--- src/hdl/pfu_pkg.sv ---
`timescale 1ns / 1ps

package pfu_pkg;

  localparam int WordW  = 32;
  localparam int ByteW  = 8;
  localparam int CntW   = 6;
  localparam int HeldW  = 8;
  localparam int KindW  = 2;
  localparam int AddrW  = 3;
  localparam int DataW  = 32;
  localparam int OutDataW = 64;

  localparam logic [HeldW-1:0] FifoHalf = 8'd128;
  localparam logic [HeldW-1:0] CountMax = 8'd255;

  localparam logic [0:0] RegIrqOnEmpty = 1'b0;
  localparam logic [0:0] RegIrqOnHalf  = 1'b1;

  typedef enum logic [KindW-1:0] {
    KIND_CMD   = 2'd0,
    KIND_PARAM = 2'd1,
    KIND_ZERO  = 2'd2
  } pfu_kind_t;

  typedef enum logic [1:0] {
    MODE_CMD,
    MODE_PARAM,
    MODE_ZERO
  } pfu_mode_t;

  typedef enum logic {
    ST_IDLE,
    ST_RUN
  } pfu_state_t;

  typedef struct packed {
    pfu_kind_t               kind;
    logic [ByteW-1:0]        cmd;
    logic [CntW-1:0]         cnt;
    logic [WordW-1:0]        pword;
    logic                    rel;
    logic [HeldW-1:0]        held_out;
    logic                    last;
    logic [HeldW-1:0]        owed_next;
    logic [HeldW-1:0]        held_next;
  } pfu_step_t;

  function automatic logic [CntW-1:0] param_count(input logic [ByteW-1:0] c);
    logic [CntW-1:0] n;
    n = '0;
    case (c) inside
      8'h10, 8'h12, 8'h13, 8'h14: n = 6'd1;
      8'h16, 8'h18:               n = 6'd16;
      8'h17, 8'h19:               n = 6'd12;
      8'h1a:                      n = 6'd9;
      8'h1b, 8'h1c:               n = 6'd3;
      8'h23:                      n = 6'd2;
      [8'h20:8'h2b]:              n = 6'd1;
      [8'h30:8'h33]:              n = 6'd1;
      8'h34:                      n = 6'd32;
      8'h40, 8'h50, 8'h60:        n = 6'd1;
      8'h70:                      n = 6'd3;
      8'h71:                      n = 6'd2;
      8'h72:                      n = 6'd1;
      default:                    n = '0;
    endcase
    return n;
  endfunction

endpackage

--- src/hdl/packed_command_fifo_unpacker_unit.sv ---
`timescale 1ns / 1ps
// Packed command port unpacker.
// Input stream (s_*): one 32-bit word per beat, written to the command port.
// Output stream (m_*): one beat per FIFO entry the word produces, 1 to 4
// beats per word; m_tlast marks the final beat of a word and m_tuser carries
// the entry kind (command byte, parameter word, zero word).
// Configuration: APB port, irq_on_empty at 0x0 and irq_on_half at 0x4.
// The input word is registered on acceptance, and its results then pass
// through the output register. A word occupies the block until its last
// result is loaded, the byte step unit handling one byte or one parameter
// per cycle while the output register is free; s_tready stays low from
// acceptance until the last result has been loaded into the output register.
// The output register holds a result while m_tready is low; the sequencer
// waits and no result is lost or repeated.
// Reset clears the owed-parameter and held-entry counters, both interrupt
// enables, and the output valid flag, and leaves the block ready.
module packed_command_fifo_unpacker_unit import pfu_pkg::*; (
  input  logic                clk,
  input  logic                rst,
  input  logic                s_tvalid,
  output logic                s_tready,
  input  logic [WordW-1:0]    s_tdata,  // [31:0] word
  output logic                m_tvalid,
  input  logic                m_tready,
  // [7:0] command_byte, [13:8] param_count, [45:14] param_word,
  // [46] release_res, [54:47] held_count, [55] fifo_empty,
  // [56] fifo_below_half, [57] irq, [63:58] zero
  output logic [OutDataW-1:0] m_tdata,
  output logic [KindW-1:0]    m_tuser,  // [1:0] entry_kind
  output logic                m_tlast,
  input  logic                psel,
  input  logic                penable,
  input  logic                pwrite,
  input  logic [AddrW-1:0]    paddr,
  input  logic [DataW-1:0]    pwdata,
  output logic [DataW-1:0]    prdata,
  output logic                pready
);

  pfu_state_t       state, state_next;
  pfu_mode_t        mode;
  logic [WordW-1:0] word;
  logic [HeldW-1:0] owed;
  logic [HeldW-1:0] held;
  logic             irq_on_empty;
  logic             irq_on_half;
  pfu_step_t        step;
  logic             in_fire;
  logic             load;
  logic             empty;
  logic             below_half;

  assign pready   = 1'b1;
  assign s_tready = (state == ST_IDLE);
  assign in_fire  = s_tvalid && s_tready;
  assign load     = (state == ST_RUN) && (!m_tvalid || m_tready);

  always_ff @(posedge clk) begin
    if (rst) begin
      irq_on_empty <= 1'b0;
      irq_on_half  <= 1'b0;
    end else if (psel && penable && pwrite && pready) begin
      case (paddr[2])
        RegIrqOnEmpty: irq_on_empty <= pwdata[0];
        RegIrqOnHalf:  irq_on_half  <= pwdata[0];
        default: ;
      endcase
    end
  end

  always_comb begin
    prdata = '0;
    case (paddr[2])
      RegIrqOnEmpty: prdata[0] = irq_on_empty;
      RegIrqOnHalf:  prdata[0] = irq_on_half;
      default:       prdata = '0;
    endcase
  end

  pfu_step u_step (
    .mode (mode),
    .word (word),
    .owed (owed),
    .held (held),
    .step (step)
  );

  always_ff @(posedge clk) begin
    if (rst) begin
      state <= ST_IDLE;
    end else begin
      state <= state_next;
    end
  end

  always_comb begin
    state_next = state;
    case (state)
      ST_IDLE: if (in_fire) state_next = ST_RUN;
      ST_RUN:  if (load && step.last) state_next = ST_IDLE;
      default: state_next = ST_IDLE;
    endcase
  end

  always_ff @(posedge clk) begin
    if (in_fire) begin
      word <= s_tdata;
      if (owed != '0) begin
        mode <= MODE_PARAM;
      end else if (s_tdata == '0) begin
        mode <= MODE_ZERO;
      end else begin
        mode <= MODE_CMD;
      end
    end else if (load) begin
      word <= word >> ByteW;
    end
  end

  always_ff @(posedge clk) begin
    if (rst) begin
      owed <= '0;
      held <= '0;
    end else if (load) begin
      owed <= step.owed_next;
      held <= step.held_next;
    end
  end

  assign empty      = (step.held_out == '0);
  assign below_half = (step.held_out < FifoHalf);

  always_ff @(posedge clk) begin
    if (rst) begin
      m_tvalid <= 1'b0;
    end else if (load) begin
      m_tvalid <= 1'b1;
    end else if (m_tready) begin
      m_tvalid <= 1'b0;
    end
  end

  always_ff @(posedge clk) begin
    if (load) begin
      m_tuser <= step.kind;
      m_tlast <= step.last;
      m_tdata <= {6'd0,
                  (irq_on_half && below_half) || (irq_on_empty && empty),
                  below_half, empty, step.held_out, step.rel,
                  step.pword, step.cnt, step.cmd};
    end
  end

  a_release_empties: assert property (@(posedge clk) disable iff (rst)
    m_tvalid && m_tdata[46] |-> m_tlast && (m_tdata[54:47] == '0))
    else $error("release beat with nonzero held count or not last");

  a_empty_flag: assert property (@(posedge clk) disable iff (rst)
    m_tvalid |-> (m_tdata[55] == (m_tdata[54:47] == '0)))
    else $error("empty flag disagrees with held count");

  a_accept_runs: assert property (@(posedge clk) disable iff (rst)
    in_fire |=> (state == ST_RUN) && !s_tready)
    else $error("sequencer did not start after input beat");

  a_last_idles: assert property (@(posedge clk) disable iff (rst)
    load && step.last |=> (state == ST_IDLE))
    else $error("sequencer still busy after final result");

  a_zero_owes: assert property (@(posedge clk) disable iff (rst)
    load && (step.kind == KIND_ZERO) |=> (owed == '0) && (held == '0))
    else $error("zero word left counters nonzero");

endmodule

--- src/hdl/pfu_step.sv ---
`timescale 1ns / 1ps

module pfu_step import pfu_pkg::*; (
  input  pfu_mode_t          mode,
  input  logic [WordW-1:0]   word,
  input  logic [HeldW-1:0]   owed,
  input  logic [HeldW-1:0]   held,
  output pfu_step_t          step
);

  logic [ByteW-1:0] c;
  logic [CntW-1:0]  np;
  logic [HeldW:0]   owed_sum;
  logic [HeldW-1:0] owed_sat;
  logic [HeldW-1:0] held_inc;
  logic [HeldW-1:0] held_cmd;
  logic [HeldW-1:0] owed_dec;
  logic             fin;

  assign c        = word[ByteW-1:0];
  assign np       = param_count(c);
  assign owed_sum = {1'b0, owed} + {{(HeldW+1-CntW){1'b0}}, np};
  assign owed_sat = owed_sum[HeldW] ? CountMax : owed_sum[HeldW-1:0];
  assign held_inc = (held == CountMax) ? CountMax : held + 8'd1;
  assign held_cmd = (np == '0) ? held_inc : held;
  assign owed_dec = owed - 8'd1;
  assign fin      = (word[WordW-1:ByteW] == '0);

  always_comb begin
    step = '0;
    case (mode)
      MODE_PARAM: begin
        step.kind      = KIND_PARAM;
        step.pword     = word;
        step.rel       = (owed_dec == '0);
        step.held_out  = step.rel ? '0 : held_inc;
        step.last      = 1'b1;
        step.owed_next = owed_dec;
        step.held_next = step.held_out;
      end
      MODE_ZERO: begin
        step.kind      = KIND_ZERO;
        step.rel       = 1'b1;
        step.held_out  = '0;
        step.last      = 1'b1;
        step.owed_next = owed;
        step.held_next = '0;
      end
      MODE_CMD: begin
        step.kind      = KIND_CMD;
        step.cmd       = c;
        step.cnt       = np;
        step.last      = fin;
        step.rel       = fin && (owed_sat == '0);
        step.held_out  = step.rel ? '0 : held_cmd;
        step.owed_next = owed_sat;
        step.held_next = step.held_out;
      end
      default: step = '0;
    endcase
  end

endmodule

--- config.mk ---
export PLATFORM = sky130hd
export DESIGN_NAME = packed_command_fifo_unpacker_unit
export DESIGN_NICKNAME = d
export VERILOG_FILES = /design/src/hdl/pfu_pkg.sv /design/src/hdl/packed_command_fifo_unpacker_unit.sv /design/src/hdl/pfu_step.sv
export SDC_FILE = /design/constraint.sdc
export NUM_CORES = 1
export LEC_CHECK = 0
export ABC_AREA = 1
export ABC_CLOCK_PERIOD_IN_PS = 6400
export BUFFER_PORTS_ARGS = -buffer_cell sky130_fd_sc_hd__buf_4
export CORE_MARGIN = 2
export CORE_UTILIZATION = 50
export DETAILED_ROUTE_END_ITERATION = 7
export GPL_TIMING_DRIVEN = 0
export PLACE_DENSITY = 0.78
export RECOVER_POWER = 25
export SYNTH_ARGS = -nofsm -noshare
export SYNTH_HDL_FRONTEND = slang
export SYNTH_SLANG_ARGS = --single-unit
--- constraint.sdc ---
create_clock -name clk -period 6.4 [get_ports clk]
set_input_delay 1.28 -clock clk [delete_from_list [all_inputs] [get_ports clk]]
set_output_delay 1.28 -clock clk [all_outputs]
set_load 0.02 [all_outputs]
### After elaboration in Yosys (flattened, before gate mapping)

Index checks and enable logic that the tools add are counted.

* bits in registers: 115
* bits in latches: 0
* RAM bits: 0
* ROM bits: 0
* bits of input ports: 74
* output and inout port bits: 102
* logic and storage cells: 106
* memories: 0

* add/sub/neg operators: 3
* multiply operators: 0
* divide/modulo/power cells: 0
* $lt $le $gt $ge: 5
* equal/unequal tests: 22
* shift-type cells: 0
* muxes and demuxes: 29
* bitwise gates (word level): 3
* reductions and logical operators: 31

Operators by type and width (count)
* $eq A8 B5 Y1 const B: 11
* $pmux W26 S3: 1
* $mux W6: 12
* $mux W32: 2
* $eq A8 B7 Y1 const B: 6
* $mux W8: 5
* $logic_not A32 Y1: 1
* $logic_not A24 Y1: 1
* $logic_not A8 Y1: 3
* $eq A8 B6 Y1 const B: 2
* $ge A8 B6 Y1 const B: 2
* $le A8 B6 Y1 const B: 2
* $logic_and A1 B1 Y1: 10
* $add A8 B6 Y9: 1
* $add A8 B1 Y8 const B: 1
* $eq A8 B8 Y1 const B: 1
* $lt A8 B8 Y1 const B: 1
* $reduce_bool A8 Y1: 1
* $sub A8 B1 Y8 const B: 1
* $logic_not A6 Y1: 1
* $reduce_and A2 Y1: 3
* $reduce_or A2 Y1: 3
* $mux W1: 5
* $pmux W1 S2: 2
* other kinds (11): 15

### Depth between registers and ports, before layout

* word-level depth: 23
* mapped depth: 25
* gate-level depth less buffers: 25

### Modules after synthesis

Synthesis repeated with hierarchy kept, for this count alone.

* cells, all modules: 747
* area total of the unflattened synthesis: 6371.1 sq um

By module, submodules not included
* packed_command_fifo_unpacker_unit: instances 1, cells each 372, area each 4465.5 sq um, seq. area each 3253.1 sq um
* pfu_step: instances 1, cells each 375, area each 1905.6 sq um, seq. area each 0.0 sq um

### Worst setup path after synthesis

OpenSTA, ideal clock, no wires.

* path kind: input to register
* from: in m_tready
* to: reg m_tdata[0], enable pin
* setup time: 0.416 ns
* data arrival time: 2.771 ns
* required time: 5.984 ns
* path slack: 3.214 ns
* stages on the path: 4
* path buffers: 0
* cells stage by stage: inv_1 > nand2_1 > nand2_1 > inv_1

* word-level cells in the longest chain between the ends: 2

Ends and longest elaborated chain
* from (decl): RTL line packed_command_fifo_unpacker_unit.sv:24 `input logic m_tready,`
* $logic_or A1 B1 Y1: RTL line packed_command_fifo_unpacker_unit.sv:56 `assign load = (state == ST_RUN) && (!m_tvalid || m_tready);`
* $logic_and A1 B1 Y1: RTL line packed_command_fifo_unpacker_unit.sv:56
* named net load: RTL line packed_command_fifo_unpacker_unit.sv:49 `logic load;`
* to (signal assigned): RTL line packed_command_fifo_unpacker_unit.sv:147 `m_tdata <= {6'd0,`
* to (decl): RTL line packed_command_fifo_unpacker_unit.sv:28 `output logic [OutDataW-1:0] m_tdata,`

The timed path passes the listed nets, and every way through them passes these cells.
A chain may end at the register's enable or synchronous reset.

### Worst setup path in the final report

* from: reg word[6]
* to: reg m_tdata[55] (data pin)

* word-level cells in the longest chain between the ends: 21
* elaborated cells on any way between the ends: 52
* classes of those cells: add/sub (1); order compare (4); eq/ne (19); mux (17); reduce/logical (11)

Ends and longest elaborated chain
* from (decl): RTL line packed_command_fifo_unpacker_unit.sv:42 `logic [WordW-1:0] word;`
* from (signal assigned): RTL line packed_command_fifo_unpacker_unit.sv:107 `word <= s_tdata;`
* from (signal assigned): RTL line packed_command_fifo_unpacker_unit.sv:116 `word <= word >> ByteW;`
* $eq A8 B7 Y1: RTL line pfu_step.sv:21 `assign np = param_count(c);`
* $mux W1: RTL line pfu_pkg.sv:52 `case (c) inside`
* $mux W6 (11 in series): RTL line pfu_pkg.sv:52
* $mux W6 (*): RTL line pfu_pkg.sv:52
* named net u_step.np[0]: RTL line pfu_step.sv:12 `logic [CntW-1:0] np;`
* $add A8 B6 Y9: RTL line pfu_step.sv:22 `assign owed_sum = {1'b0, owed} + {{(HeldW+1-CntW){1'b0}}, np};`
* $mux W8: RTL line pfu_step.sv:23 `assign owed_sat = owed_sum[HeldW] ? CountMax : owed_sum[HeldW-1:0];`
* $logic_not A8 Y1: RTL line pfu_step.sv:54 `step.rel = fin && (owed_sat == '0);`
* $logic_and A1 B1 Y1: RTL line pfu_step.sv:54
* $mux W8 (*): RTL line pfu_step.sv:55 `step.held_out = step.rel ? '0 : held_cmd;`
* $pmux W26 S3 (*): RTL line pfu_step.sv:31 `case (mode)`
* $logic_not A8 Y1 (*): RTL line packed_command_fifo_unpacker_unit.sv:130 `assign empty = (step.held_out == '0);`
* named net empty: RTL line packed_command_fifo_unpacker_unit.sv:50 `logic empty;`

Mark *: on every way through the listed nets, which the timed path passes. The rest lies on a longest branch.

==> out/qor.csv <==
stage,metric,value,unit
route,vias,5203,
hold_path,holdPathStages,2,
route,drc,0,
clock_network,post-cts-setup-buffer-count,0,
yosys,synth_area,0.006255,sq mm
yosys,synth_top_area_share,45.61,%
layout,drive_above_1_share,20.56,%
clock_network,clkLatencyLatePin,420,ps
place,port_buffers,103,
clock_network,hold_buffers,0,
clock_network,cts_resized,0,
timing,hold_violations,0,
yosys,synthTopCellsByArea,"edfxtp_1, nand2_1, inv_1, nor2_1, dfxtp_1",
power,clkPwrFrac,38.6,%
route,drt_wl_total,13770,um
yosys,synth-edff-count,95,
timing,fin_ws,2716,ps
yosys,synthFlopType,edfxtp_1,
timing,worstMarginPinSlew,1281,ps
yosys,avgSynthCellArea,8.317,sq um
route,vias_per_cell,4.765,
power,p_int,1.609,mW
yosys,syn_inst,752,
power,comb_power_share,20.0,%
grt,grt_pass1_vias,4901,
grt,gr-usage-all-layers,21.77,%
critical_path,worstRegToRegCells,21,
yosys,yosys_warnings,0,
layout,area_delta_synth_final,26.75,%
yosys,yosysSeqAreaShare,52.01,%
critical_path,crit_type,reg -> reg,
timing,setup_viol,0,
route,ant_nets,0,
grt,grt_max_degree,46,
route,wire_per_inst,12.61,um
clock_network,numClockSinks,115,
hold_path,min_from,m_tvalid,
floorplanning,num_rows,40,
power,ir_drop,0.1817,mV
yosys,synth_top_area_cell,edfxtp_1,
critical_path,endpoint_kind,register,
critical_path,crit_path_max_fanout,8,
grt,antenna_found_initial,0,
timing,rsz0062_at_grt,false,
yosys,synth-seq-cells,115,
power,power.net_switching,0.6995,mW
timing,max_freq,0.2715,GHz
timing,timing.final.crit_share,57.56,%
floorplanning,core_area,0.01211,sq mm
grt,overflow,0,
grt,grt_pass1_wl,22520,um
clock_network,clockBufferDepth,2,
floorplanning,fp.dieH,115.8,um
layout,instances_no_fill,1092,
run,cap_violations,0,
timing,final_max_slew_viol_count,0,
power,leakage,3.866,nW
hold_path,hold_path.class,reg -> reg,
timing,max_slew_margin,14.38,%
yosys,yosysMostFrequentCell,nand2_1,
timing,skew,9.599,ps
critical_path,worst_setup_path_start_kind,register,
floorplanning,ioPinCount,176,
run_status,status,completed,
layout,antennaDiodeCount,0,
floorplanning,start_util,51.64,%
power,p_per_area,291.2,mW/mm^2
clock_network,cts_tree,done,
place,numPlacedInstances,1060,
yosys,async_reset_ff_share,0,%
timing,holdWs,506.4,ps
timing,tns,0,ps
clock_network,cts_made_buffers,17,
route,drt-initial-drc-count,332,
critical_path,ff2ff_setup_slack,2720,ps
place,pre_cts_slack,2733,ps
critical_path,cp.required,6690,ps
route,first_pass_iters,5,
place,dp_hpwl,10220,um
clock_network,cts_root_buf,clkbuf_16,
timing,period_minus_slack,3684,ps
critical_path,crit-reg2reg-launch,word[6],
clock_network,ctsHtreeMaxLevel,4,
hold_path,hold_end,m_tvalid,
layout,nets,996,
yosys,synth_cell_types,34,
floorplanning,dieArea,0.01342,sq mm
place,gp_congestion,0.9415,
floorplanning,chipWidth,115.8,um
layout,fill_cells,1010,
power,switching_share,30.30,%
power,power_frac_seq,41.4,%
yosys,synthTopCellsByCount,"nand2_1, inv_1, nor2_1",
clock_network,clk_pin_slew_worst_paths,60,ps
critical_path,rr_endpoint,m_tdata[55],
critical_path,arrival,3970,ps
[worst max path at each step]
stage,end,depth (start not counted),slack (ps),startpoint
after floorplan,m_tdata[0],4,3210,m_tready
after global placement,m_tdata[10],5,2400,m_tready
after detailed placement,word[7],6,2730,m_tready
after CTS,m_tdata[55],23,2790,word[2]
after global routing,m_tdata[57],22,2230,word[6]
final,m_tdata[55],21,2720,word[6]
[registers in the layout, summed over array words and instances, names as in the netlist]
register	count
word	32
state	1
irq_on_empty	1
mode	2
owed	8
m_tuser	2
irq_on_half	1
m_tvalid	1
held	8
m_tdata	58
m_tlast	1
[critical path, cell delays in order, from the launching register on]
cell and delay, ps:
edfxtp_1 400, nor2_1 270, nand3_1 230, nor2_1 200
a21oi_1 80, nand3_2 140, ha_1 240, inv_1 70
fa_1 390, inv_1 100, nand3_1 80, nand2_1 170
xnor2_1 160, inv_1 60, nor2_1 100, nand3_1 80
nand2_2 80, nand2_4 90, a21oi_1 190, nand2_1 90
nor2_1 170, and2_1 150
[final cells by class]
cell class	count	area (sq um)	share of cell area, %
Buffer	50	330.3	4.167
Clock buffer	18	429.2	5.414
Clock inverter	14	125.1	1.578
Inverter	141	529.3	6.676
Multi-Input combinational cell	482	2265	28.57
Sequential cell	115	3253	41.04
Tap cell	168	210.2	2.652
Timing Repair Buffer	104	785.8	9.912
[layer usage]
metal  track usage (%)  vias to the layer above  part of all wire (%)
met2             35.91                      220                    47
met3             4.969                       25                   7.6
li1                  -                     2643                     -
met5                 0                        -                     0
met4             9.365                        0                   2.1
met1             27.66                     2315                    44
[logic make-up (layout without fill, tap and decap cells)]
logic type / Yosys count / in the layout / share of synthesized area [%]
simple gates: 338 / 338 / 23.18
buf+inv: 191 / 327 / 13.74
flops: 115 / 115 / 52.01
compound gates: 87 / 87 / 7.502
fa+ha+maj: 11 / 11 / 2.320
xor+xnor: 8 / 8 / 1.120
other cells: 2 / 38 / 0.1201
[cells in the final DEF, fill, tap and decap left out, types with 2 or more instances in the layout]
cell       Yosys  routed
inv_2          4       5
o21ai_0       47      47
nor4_1         8       8
nor2_1       118     121
edfxtp_1      95      95
clkinv_4       0       2
xor2_1         5       5
clkbuf_16      0      17
nand3_2        6       5
ha_1          10      10
a21oi_1       33      33
nor2_2         6       3
xnor2_1        3       3
buf_4         38     139
clkinv_1       2       4
dfxtp_1       20      20
nand2_1      151     151
clkbuf_1      12      15
nor3_1         3       3
inv_1        135     134
nand2_2        3       3
nand4_1       17      17
nand2_4        2       2
nand3_1       21      22
conb_1         2      38
inv_6          0       6
clkinv_2       0       2
[power groups by stage]
stage	combinational (mW)	clock (mW)	sequential, mW
final	0.463	0.891	0.955
after floorplan	0.271	0	1.01
after global placement	0.449	0	0.972
after detailed placement	0.457	0	0.971
after CTS	0.462	0.897	0.956
after global routing	0.517	0.937	0.965
[stage by stage]
| step | area [sq um] | total power [mW] | utilization, % |
|---|---|---|---|
| finish | 7928 | 2.309 | 65.45 |
| global route | 7928 | 2.419 | 65.45 |
| CTS | 7948 | 2.315 | 65.62 |
| detailed placement | 7393 | 1.427 | 61.04 |
| global placement | 7373 | 1.421 | 60.88 |
| floorplan | 6390 | 1.276 | - |
No activity file was read; power rests on OpenSTA's default activity.
